`config.mk`:
```
export PLATFORM = sky130hd
export DESIGN_NAME = chromatogram_window_aggregator_top_flat
export DESIGN_NICKNAME = d
export VERILOG_FILES = /design/src/sv/cwa_pkg.sv /design/src/sv/cwa_item_if.sv /design/src/sv/cwa_result_if.sv /design/src/sv/cwa_cfg_if.sv /design/src/sv/cwa_accum.sv /design/src/sv/chromatogram_window_aggregator_top.sv /design/src/flat_wrapper.sv
export SDC_FILE = /design/constraint.sdc
export NUM_CORES = 1
export LEC_CHECK = 0
export ABC_AREA = 1
export BUFFER_PORTS_ARGS = -buffer_cell sky130_fd_sc_hd__buf_2
export CORE_ASPECT_RATIO = 0.7
export CORE_MARGIN = 2
export CORE_UTILIZATION = 45
export CTS_BUF_LIST = sky130_fd_sc_hd__clkbuf_4 sky130_fd_sc_hd__clkbuf_8 sky130_fd_sc_hd__clkbuf_16
export DETAILED_ROUTE_END_ITERATION = 8
export GPL_TIMING_DRIVEN = 0
export SLEW_MARGIN = 0
export SYNTH_ARGS = -nofsm -noshare
export SYNTH_HDL_FRONTEND = slang
export SYNTH_HIERARCHICAL = 1
export SYNTH_SLANG_ARGS = --single-unit
```
`constraint.sdc`:
```
create_clock -name clk -period 9.7 [get_ports clk]
set_clock_uncertainty 0.1 [all_clocks]
set_input_delay 1.94 -clock clk [delete_from_list [all_inputs] [get_ports clk]]
set_output_delay 1.94 -clock clk [all_outputs]
set_load 0.03 [all_outputs]
```
`src/sv/cwa_pkg.sv`:
```
// Shared types and constants of the chromatogram window aggregator.
// Used by the channel interfaces, the accumulator and the top level; no dependencies.
package cwa_pkg;

	localparam int TIME_W  = 32;
	localparam int MASS_W  = 32;
	localparam int LEVEL_W = 32;
	localparam int AGG_W   = 48;
	localparam int CFG_IDX_W  = 3;
	localparam int CFG_DATA_W = 32;

	typedef enum logic [CFG_IDX_W-1:0] {
		REG_LOW_MASS  = 3'd0,
		REG_HIGH_MASS = 3'd1,
		REG_LOW_TIME  = 3'd2,
		REG_HIGH_TIME = 3'd3,
		REG_AGG_MODE  = 3'd4
	} cfg_reg_t;

	typedef enum logic {
		MODE_SUM = 1'b0,
		MODE_MAX = 1'b1
	} agg_mode_t;

	typedef struct packed {
		logic [MASS_W-1:0] low_mass;
		logic [MASS_W-1:0] high_mass;
		logic [TIME_W-1:0] low_time;
		logic [TIME_W-1:0] high_time;
		agg_mode_t         mode;
	} cwa_cfg_t;

	typedef struct packed {
		logic [TIME_W-1:0]  scan_time;
		logic [MASS_W-1:0]  mass;
		logic [LEVEL_W-1:0] level;
		logic               has_point;
		logic               scan_end;
	} cwa_item_t;

	typedef struct packed {
		logic [TIME_W-1:0] out_time;
		logic [AGG_W-1:0]  aggregate;
		logic              saturated;
	} cwa_result_t;

endpackage

```
`src/sv/cwa_item_if.sv`:
```
// Input channel of the aggregator: one spectrum point per word.
// Depends on cwa_pkg for the field widths.
interface cwa_item_if;
	logic                         valid;
	logic                         ready;
	logic [cwa_pkg::TIME_W-1:0]   scan_time;
	logic [cwa_pkg::MASS_W-1:0]   mass;
	logic [cwa_pkg::LEVEL_W-1:0]  level;
	logic                         has_point;
	logic                         scan_end;

	modport source (output valid, scan_time, mass, level, has_point, scan_end, input ready);
	modport sink   (input valid, scan_time, mass, level, has_point, scan_end, output ready);
endinterface

```
`src/sv/cwa_result_if.sv`:
```
// Output channel of the aggregator: one finished scan per word.
// Depends on cwa_pkg for the field widths.
interface cwa_result_if;
	logic                        valid;
	logic                        ready;
	logic [cwa_pkg::TIME_W-1:0]  out_time;
	logic [cwa_pkg::AGG_W-1:0]   aggregate;
	logic                        saturated;

	modport source (output valid, out_time, aggregate, saturated, input ready);
	modport sink   (input valid, out_time, aggregate, saturated, output ready);
endinterface

```
`src/sv/cwa_cfg_if.sv`:
```
// Register write channel of the aggregator: register index and write data.
// Depends on cwa_pkg for the field widths.
interface cwa_cfg_if;
	logic                             valid;
	logic                             ready;
	logic [cwa_pkg::CFG_IDX_W-1:0]    index;
	logic [cwa_pkg::CFG_DATA_W-1:0]   data;

	modport source (output valid, index, data, input ready);
	modport sink   (input valid, index, data, output ready);
endinterface

```
`src/sv/cwa_accum.sv`:
```
// Per-scan accumulator: window compare, saturating sum or maximum, scan state.
// Depends on cwa_pkg for the item, configuration and result types.
module cwa_accum #(
	parameter int LEVEL_BITS = 32,
	parameter int SUM_BITS   = 48
) (
	input  logic                 clk,
	input  logic                 arst_n,
	input  cwa_pkg::cwa_cfg_t    cfg,
	input  cwa_pkg::cwa_item_t   item,
	input  logic                 step,
	output logic                 emit,
	output cwa_pkg::cwa_result_t result
);

	localparam int LV_W  = (LEVEL_BITS < cwa_pkg::LEVEL_W) ? LEVEL_BITS : cwa_pkg::LEVEL_W;
	localparam int ADD_W = ((SUM_BITS > LV_W) ? SUM_BITS : LV_W) + 1;
	localparam int OUT_W = (SUM_BITS > cwa_pkg::AGG_W) ? SUM_BITS : cwa_pkg::AGG_W;
	localparam logic [SUM_BITS-1:0] SUM_MAX = '1;

	logic [SUM_BITS-1:0] running_q, run_next;
	logic                clip_q, clip_next;
	logic                has_data_q, has_next;

	logic [ADD_W-1:0]    lvl_ext, sum_full;
	logic                sum_ovf, lvl_ovf, in_mass, in_time;
	logic [SUM_BITS-1:0] lvl_clip;
	logic [OUT_W-1:0]    agg_wide;

	assign lvl_ext  = ADD_W'(item.level[LV_W-1:0]);
	assign sum_full = ADD_W'(running_q) + lvl_ext;
	// Anything above the low SUM_BITS bits means the value left the sum range.
	assign sum_ovf  = |sum_full[ADD_W-1:SUM_BITS];
	assign lvl_ovf  = |lvl_ext[ADD_W-1:SUM_BITS];
	assign lvl_clip = lvl_ovf ? SUM_MAX : lvl_ext[SUM_BITS-1:0];

	assign in_mass = (item.mass >= cfg.low_mass) && (item.mass <= cfg.high_mass);
	assign in_time = (item.scan_time >= cfg.low_time) && (item.scan_time <= cfg.high_time);

	always_comb begin
		run_next  = running_q;
		clip_next = clip_q;
		has_next  = has_data_q;
		if (item.has_point) begin
			has_next = 1'b1;
			if (in_mass) begin
				unique case (cfg.mode)
					cwa_pkg::MODE_SUM: begin
						if (sum_ovf) begin
							run_next  = SUM_MAX;
							clip_next = 1'b1;
						end else begin
							run_next = sum_full[SUM_BITS-1:0];
						end
					end
					cwa_pkg::MODE_MAX: begin
						if (lvl_ovf) begin
							clip_next = 1'b1;
						end
						if (lvl_clip > running_q) begin
							run_next = lvl_clip;
						end
					end
					default: begin
						run_next = running_q;
					end
				endcase
			end
		end
	end

	assign emit     = item.scan_end && has_next && in_time;
	assign agg_wide = OUT_W'(run_next);
	assign result.out_time  = item.scan_time;
	assign result.aggregate = agg_wide[cwa_pkg::AGG_W-1:0];
	assign result.saturated = clip_next;

	always_ff @(posedge clk or negedge arst_n) begin
		if (!arst_n) begin
			running_q  <= '0;
			clip_q     <= 1'b0;
			has_data_q <= 1'b0;
		end else if (step) begin
			if (item.scan_end) begin
				running_q  <= '0;
				clip_q     <= 1'b0;
				has_data_q <= 1'b0;
			end else begin
				running_q  <= run_next;
				clip_q     <= clip_next;
				has_data_q <= has_next;
			end
		end
	end

	// Every scan starts over once its last word has been taken.
	a_scan_cleared: assert property (@(posedge clk) disable iff (!arst_n)
		step && item.scan_end |=> running_q == '0 && !clip_q && !has_data_q)
		else $error("scan state not cleared after end of scan");

	a_clip_needs_data: assert property (@(posedge clk) disable iff (!arst_n)
		clip_q |-> has_data_q)
		else $error("saturation flag set in a scan without points");

	a_value_needs_data: assert property (@(posedge clk) disable iff (!arst_n)
		running_q != '0 |-> has_data_q)
		else $error("nonzero aggregate in a scan without points");

endmodule

```
`src/sv/chromatogram_window_aggregator_top.sv`:
```
// Top level of the chromatogram window aggregator: register file, input register
// and output register around cwa_accum. Depends on cwa_pkg and the three channel interfaces.
//
// Usage: spectrum points enter on the points channel in scan order, one word per
// point, with scan_end set on the last word of a scan and has_point cleared on
// the single word of an empty scan. Registers are written on the cfg channel
// (index 0..4: low_mass, high_mass, low_time, high_time, aggregate_mode), which
// is always ready; write them only while no scan is in flight.
// Throughput: one point per cycle while no result word waits for the output register.
// A word taken sits in the input register and is folded into the scan state when it
// leaves that register; at that same edge a finished scan is loaded into the output
// register, so a result passes the input register and then the output register.
// When the receiver stalls, the output register holds its word; the input
// register keeps taking points that finish no scan, and only a word that ends a
// scan with a result waits for the output register to free. points.ready is low
// for as long as that word waits.
// Reset clears the registers to the full windows in sum mode, empties both
// stages and clears the scan state; it takes effect at once.
module chromatogram_window_aggregator_top #(
	parameter int LEVEL_BITS = 32,
	parameter int SUM_BITS   = 48
) (
	input logic          clk,
	input logic          arst_n,
	cwa_item_if.sink     points,
	cwa_result_if.source results,
	cwa_cfg_if.sink      cfg
);

	cwa_pkg::cwa_cfg_t    cfg_q;
	cwa_pkg::cwa_item_t   item_s1;
	logic                 s1_valid_q;
	cwa_pkg::cwa_result_t res_q;
	logic                 out_valid_q;

	logic                 emit;
	cwa_pkg::cwa_result_t res_next;
	logic                 s1_adv;
	logic                 in_take;

	assign cfg.ready = 1'b1;

	always_ff @(posedge clk or negedge arst_n) begin
		if (!arst_n) begin
			cfg_q.low_mass  <= '0;
			cfg_q.high_mass <= '1;
			cfg_q.low_time  <= '0;
			cfg_q.high_time <= '1;
			cfg_q.mode      <= cwa_pkg::MODE_SUM;
		end else if (cfg.valid) begin
			unique case (cwa_pkg::cfg_reg_t'(cfg.index))
				cwa_pkg::REG_LOW_MASS:  cfg_q.low_mass  <= cfg.data[cwa_pkg::MASS_W-1:0];
				cwa_pkg::REG_HIGH_MASS: cfg_q.high_mass <= cfg.data[cwa_pkg::MASS_W-1:0];
				cwa_pkg::REG_LOW_TIME:  cfg_q.low_time  <= cfg.data[cwa_pkg::TIME_W-1:0];
				cwa_pkg::REG_HIGH_TIME: cfg_q.high_time <= cfg.data[cwa_pkg::TIME_W-1:0];
				cwa_pkg::REG_AGG_MODE:  cfg_q.mode      <= cwa_pkg::agg_mode_t'(cfg.data[0]);
				default: begin
				end
			endcase
		end
	end

	// A word that produces no result never waits for the output register.
	assign s1_adv      = s1_valid_q && (!emit || !out_valid_q || results.ready);
	assign points.ready = !s1_valid_q || s1_adv;
	assign in_take     = points.valid && points.ready;

	always_ff @(posedge clk or negedge arst_n) begin
		if (!arst_n) begin
			s1_valid_q <= 1'b0;
		end else if (in_take) begin
			s1_valid_q <= 1'b1;
		end else if (s1_adv) begin
			s1_valid_q <= 1'b0;
		end
	end

	always_ff @(posedge clk) begin
		if (in_take) begin
			item_s1.scan_time <= points.scan_time;
			item_s1.mass      <= points.mass;
			item_s1.level     <= points.level;
			item_s1.has_point <= points.has_point;
			item_s1.scan_end  <= points.scan_end;
		end
	end

	cwa_accum #(
		.LEVEL_BITS (LEVEL_BITS),
		.SUM_BITS   (SUM_BITS)
	) u_accum (
		.clk    (clk),
		.arst_n (arst_n),
		.cfg    (cfg_q),
		.item   (item_s1),
		.step   (s1_adv),
		.emit   (emit),
		.result (res_next)
	);

	always_ff @(posedge clk or negedge arst_n) begin
		if (!arst_n) begin
			out_valid_q <= 1'b0;
		end else if (s1_adv && emit) begin
			out_valid_q <= 1'b1;
		end else if (results.ready) begin
			out_valid_q <= 1'b0;
		end
	end

	always_ff @(posedge clk) begin
		if (s1_adv && emit) begin
			res_q <= res_next;
		end
	end

	assign results.valid     = out_valid_q;
	assign results.out_time  = res_q.out_time;
	assign results.aggregate = res_q.aggregate;
	assign results.saturated = res_q.saturated;

	a_s1_holds: assert property (@(posedge clk) disable iff (!arst_n)
		s1_valid_q && !s1_adv |=> s1_valid_q && $stable(item_s1))
		else $error("input register changed while its word was stalled");

	a_out_from_s1: assert property (@(posedge clk) disable iff (!arst_n)
		$rose(out_valid_q) |-> $past(s1_adv && emit))
		else $error("result word appeared without a finished scan");

	a_out_in_window: assert property (@(posedge clk) disable iff (!arst_n)
		out_valid_q |-> res_q.out_time >= cfg_q.low_time && res_q.out_time <= cfg_q.high_time)
		else $error("result word outside the time window");

endmodule

```
`src/flat_wrapper.sv`:
```
// flat-port wrapper written by rule: the top's interface ports become plain ports
module chromatogram_window_aggregator_top_flat 
#(
	parameter int LEVEL_BITS = 32,
	parameter int SUM_BITS   = 48
)
  (clk, arst_n, points_valid, points_scan_time, points_mass, points_level, points_has_point, points_scan_end, points_ready, results_valid, results_out_time, results_aggregate, results_saturated, results_ready, cfg_valid, cfg_index, cfg_data, cfg_ready);
  cwa_item_if points_i ();
  cwa_result_if results_i ();
  cwa_cfg_if cfg_i ();
  input logic clk;
  input logic arst_n;
  input wire logic [$bits(points_i.valid)-1:0] points_valid;
  input wire logic [$bits(points_i.scan_time)-1:0] points_scan_time;
  input wire logic [$bits(points_i.mass)-1:0] points_mass;
  input wire logic [$bits(points_i.level)-1:0] points_level;
  input wire logic [$bits(points_i.has_point)-1:0] points_has_point;
  input wire logic [$bits(points_i.scan_end)-1:0] points_scan_end;
  output wire logic [$bits(points_i.ready)-1:0] points_ready;
  output wire logic [$bits(results_i.valid)-1:0] results_valid;
  output wire logic [$bits(results_i.out_time)-1:0] results_out_time;
  output wire logic [$bits(results_i.aggregate)-1:0] results_aggregate;
  output wire logic [$bits(results_i.saturated)-1:0] results_saturated;
  input wire logic [$bits(results_i.ready)-1:0] results_ready;
  input wire logic [$bits(cfg_i.valid)-1:0] cfg_valid;
  input wire logic [$bits(cfg_i.index)-1:0] cfg_index;
  input wire logic [$bits(cfg_i.data)-1:0] cfg_data;
  output wire logic [$bits(cfg_i.ready)-1:0] cfg_ready;
  assign points_i.valid = points_valid;
  assign points_i.scan_time = points_scan_time;
  assign points_i.mass = points_mass;
  assign points_i.level = points_level;
  assign points_i.has_point = points_has_point;
  assign points_i.scan_end = points_scan_end;
  assign points_ready = points_i.ready;
  assign results_valid = results_i.valid;
  assign results_out_time = results_i.out_time;
  assign results_aggregate = results_i.aggregate;
  assign results_saturated = results_i.saturated;
  assign results_i.ready = results_ready;
  assign cfg_i.valid = cfg_valid;
  assign cfg_i.index = cfg_index;
  assign cfg_i.data = cfg_data;
  assign cfg_ready = cfg_i.ready;
  chromatogram_window_aggregator_top #(.LEVEL_BITS(LEVEL_BITS), .SUM_BITS(SUM_BITS)) u_core (.clk(clk), .arst_n(arst_n), .points(points_i), .results(results_i), .cfg(cfg_i));
endmodule
```
==> flow_summary.json <==
{
  "worstSetupStartpointType": "flop",
  "fp.dieArea_sq_um": 51700,
  "synth_edf_count": 179,
  "fp.dieW_um": 271,
  "postCtsResizedCells": 0,
  "drive_gt1_share_pct": 15.6,
  "synth_cell_type_count": 50,
  "nNetsFinal": 3407,
  "clk_latency_ns": 0.57,
  "antenna_found_initial": 3,
  "end_kind": "output pin",
  "crit_cells": 10,
  "post-route-drc-count": 0,
  "synthesis.area_sq_um": 22400,
  "drt_first_pass_iters": 6,
  "clk_pin_slew_ns": 0.06,
  "drt_iter0_markers": 1907,
  "ios": 222,
  "hold_viol": 0,
  "busiest_layer": "met1",
  "ant_nets": 0,
  "clock_sinks": 360,
  "cts_buffers": 38,
  "rr_worst_depth": 14,
  "die_h_um": 191,
  "status": "complete, no violations",
  "max_clock_freq_ghz": 0.182,
  "grt_pass1_wl_um": 105000,
  "power_mw": 4.92,
  "grt_max_degree": 115,
  "seq_area_frac_synth_pct": 44.5,
  "drv_cap": 0,
  "hp-class": "reg2reg",
  "syn_to_final_growth_pct": 14.8,
  "maxSlewViolCount": 0,
  "crit_chain": "ha_1 > nand2_1 > inv_1 > nand3_1 > nor3_1 > and3_1 > a21boi_0 > a21oi_1 > nand4_1 > buf_2",
  "routed_wl_um": 67900,
  "io_buffers": 218,
  "critPathKind": "reg2out",
  "wl_per_cell_um": 18.0,
  "grt_util_all_layers_pct": 26.4,
  "dpl.hpwl_um": 53400,
  "worst_pin_slew_ns": 0.839,
  "synth-seq-cells": 360,
  "setup_viol": 0,
  "reg2reg_from": "u_core/item_s1[93]",
  "crit_fanout": 3,
  "post-route-min-period_ns": 5.50,
  "use_met1_pct": 42.6,
  "hold_buffers": 0,
  "worst_path_largest_cell_delay_ns": 0.47,
  "use_met3_pct": 5.07,
  "grt_pass1_vias": 18400,
  "synthCells": 2815,
  "vias": 19500,
  "cts-root-buf": "clkbuf_16",
  "crit_buf_inv": 2,
  "crit_end": "points_ready",
  "crit_start": "u_core/item_s1[97]",
  "num_rows": 68,
  "yosysWarnings": 6,
  "synth_top_area_share_pct": 24.0,
  "rsz0062_at_grt": "no",
  "path_delay_family": "simple AND/OR/NAND/NOR gates",
  "synth.area.top_cells": "edfxtp_1, nand2_1, dfrtp_1",
  "slew_headroom_pct": 43.9,
  "core_sq_um": 49300,
  "stdcell_area_sq_um": 25800,
  "p_leak_nw": 13.0,
  "reg2reg_slack_ns": 4.79,
  "yosysTopAreaCell": "edfxtp_1",
  "via_per_inst": 5.16,
  "r2r-end": "u_core/u_accum/running_q[21]",
  "arrival_ns": 3.46,
  "h-tree-depth": 2,
  "finalWeightedCongestion": 0.935,
  "async_flop_share_pct": 50.3,
  "grt_use_met2_pct": 35.9,
  "irDropWorstVdd_mv": 0.148,
  "finalSetupTns_ns": 0,
  "syn-num-nets": 3146,
  "synthTopCellsByCount": "nand2_1, inv_1, nand3_1",
  "power_density_nw_per_um2": 191,
  "required_ns": 7.66,
  "synth.most_common_cell": "nand2_1",
  "clockBufferDepth": 3,
  "dp_slack_ns": 4.90,
  "cts_setup_buffers": 0,
  "cts_tree": "built",
  "start_util_pct": 45.5,
  "synthFlopType": "edfxtp_1",
  "finalWorstSetupSlack_ns": 4.20,
  "cpMaxStageDelayCell": "edfxtp_1",
  "overflow": 0,
  "post-route-period-util_pct": 56.7,
  "avgSynthCellArea_sq_um": 7.97,
  "placed_cell_area_sq_um": 24500
}
## routing by layer
layer | part of all wire (%) | up-vias
li1 | - | 9524
met1 | 52 | 9165
met2 | 38 | 681
met3 | 8.4 | 78
met4 | 1.7 | 2
met5 | 0.024 | -
## flip-flops by register name, summed over array words and instances, names as in the netlist
register and flops:
u_core/u_accum/running_q 48, u_core/cfg_q 129, u_core/s1_valid_q 1, u_core/results.out_time 32
u_core/results.aggregate 48, u_core/item_s1 98, u_core/u_accum/clip_q 1, u_core/results.valid 1
u_core/results.saturated 1, u_core/u_accum/has_data_q 1
## stage by stage
step	util, %	std cells	hold WS [ns]
after floorplan	-	2815	0.337
after global placement	49.5	3698	0.352
after detailed placement	49.6	3701	0.354
after CTS	52.3	3771	0.364
after global routing	52.3	3771	0.376
final	52.3	3772	0.361
## area by class of cell
type,instances,area (sq um)
Multi-Input combinational cell,1948,10300
Timing Repair Buffer,221,1180
Inverter,389,1470
Fill cell,4693,23500
Tap cell,665,832
Sequential cell,360,9980
Buffer,118,721
Clock inverter,19,190
Clock buffer,51,1100
Antenna cell,1,2.50
## worst min path at each step
stage                     slack, ns             start  cells after the start               end
after detailed placement       0.35  u_core/cfg_q[95]                      2  u_core/cfg_q[95]
final                          0.36  u_core/cfg_q[13]                      2  u_core/cfg_q[13]
after global routing           0.38  u_core/cfg_q[31]                      2  u_core/cfg_q[31]
after floorplan                0.34   u_core/cfg_q[0]                      2   u_core/cfg_q[0]
after CTS                      0.36  u_core/cfg_q[95]                      2  u_core/cfg_q[95]
after global placement         0.35  u_core/cfg_q[66]                      2  u_core/cfg_q[66]
## cell usage in the layout (no fill, tap or decap), types with 19 or more instances in the layout
cell type and count:
nor3_1 19, nand3_1 274, nand2_1 994, ha_1 192
inv_1 378, nor2_1 135, edfxtp_1 179, buf_2 244
buf_4 50, clkbuf_1 28, a21oi_1 91, nand4_1 66
o21ai_0 32, xor2_1 23, clkbuf_16 39, dfstp_2 64
and2_1 49, dfrtp_1 117
## report_power, final
group	switching, mW	leakage (nW)	internal (mW)
clock network	0.631	0.656	0.883
registers	0.132	3.89	1.84
logic	0.945	8.48	0.488
## logic make-up after synthesis
family          Yosys count  share of synthesized area, %
xor+xnor                 23                         0.898
buf+inv                 507                          9.72
compound gates          150                          3.76
fa+ha+maj               193                          10.8
other cells               1                        0.0167
flops                   360                          44.5
simple gates           1581                          30.3
## tightest hold or removal path, stage by stage, from the launching register on
cell and delay [ns]:
dfstp_2 0.37, nand2_1 0.05, nand2_1 0.04
Note: power is estimated with default switching activity, not from simulation.
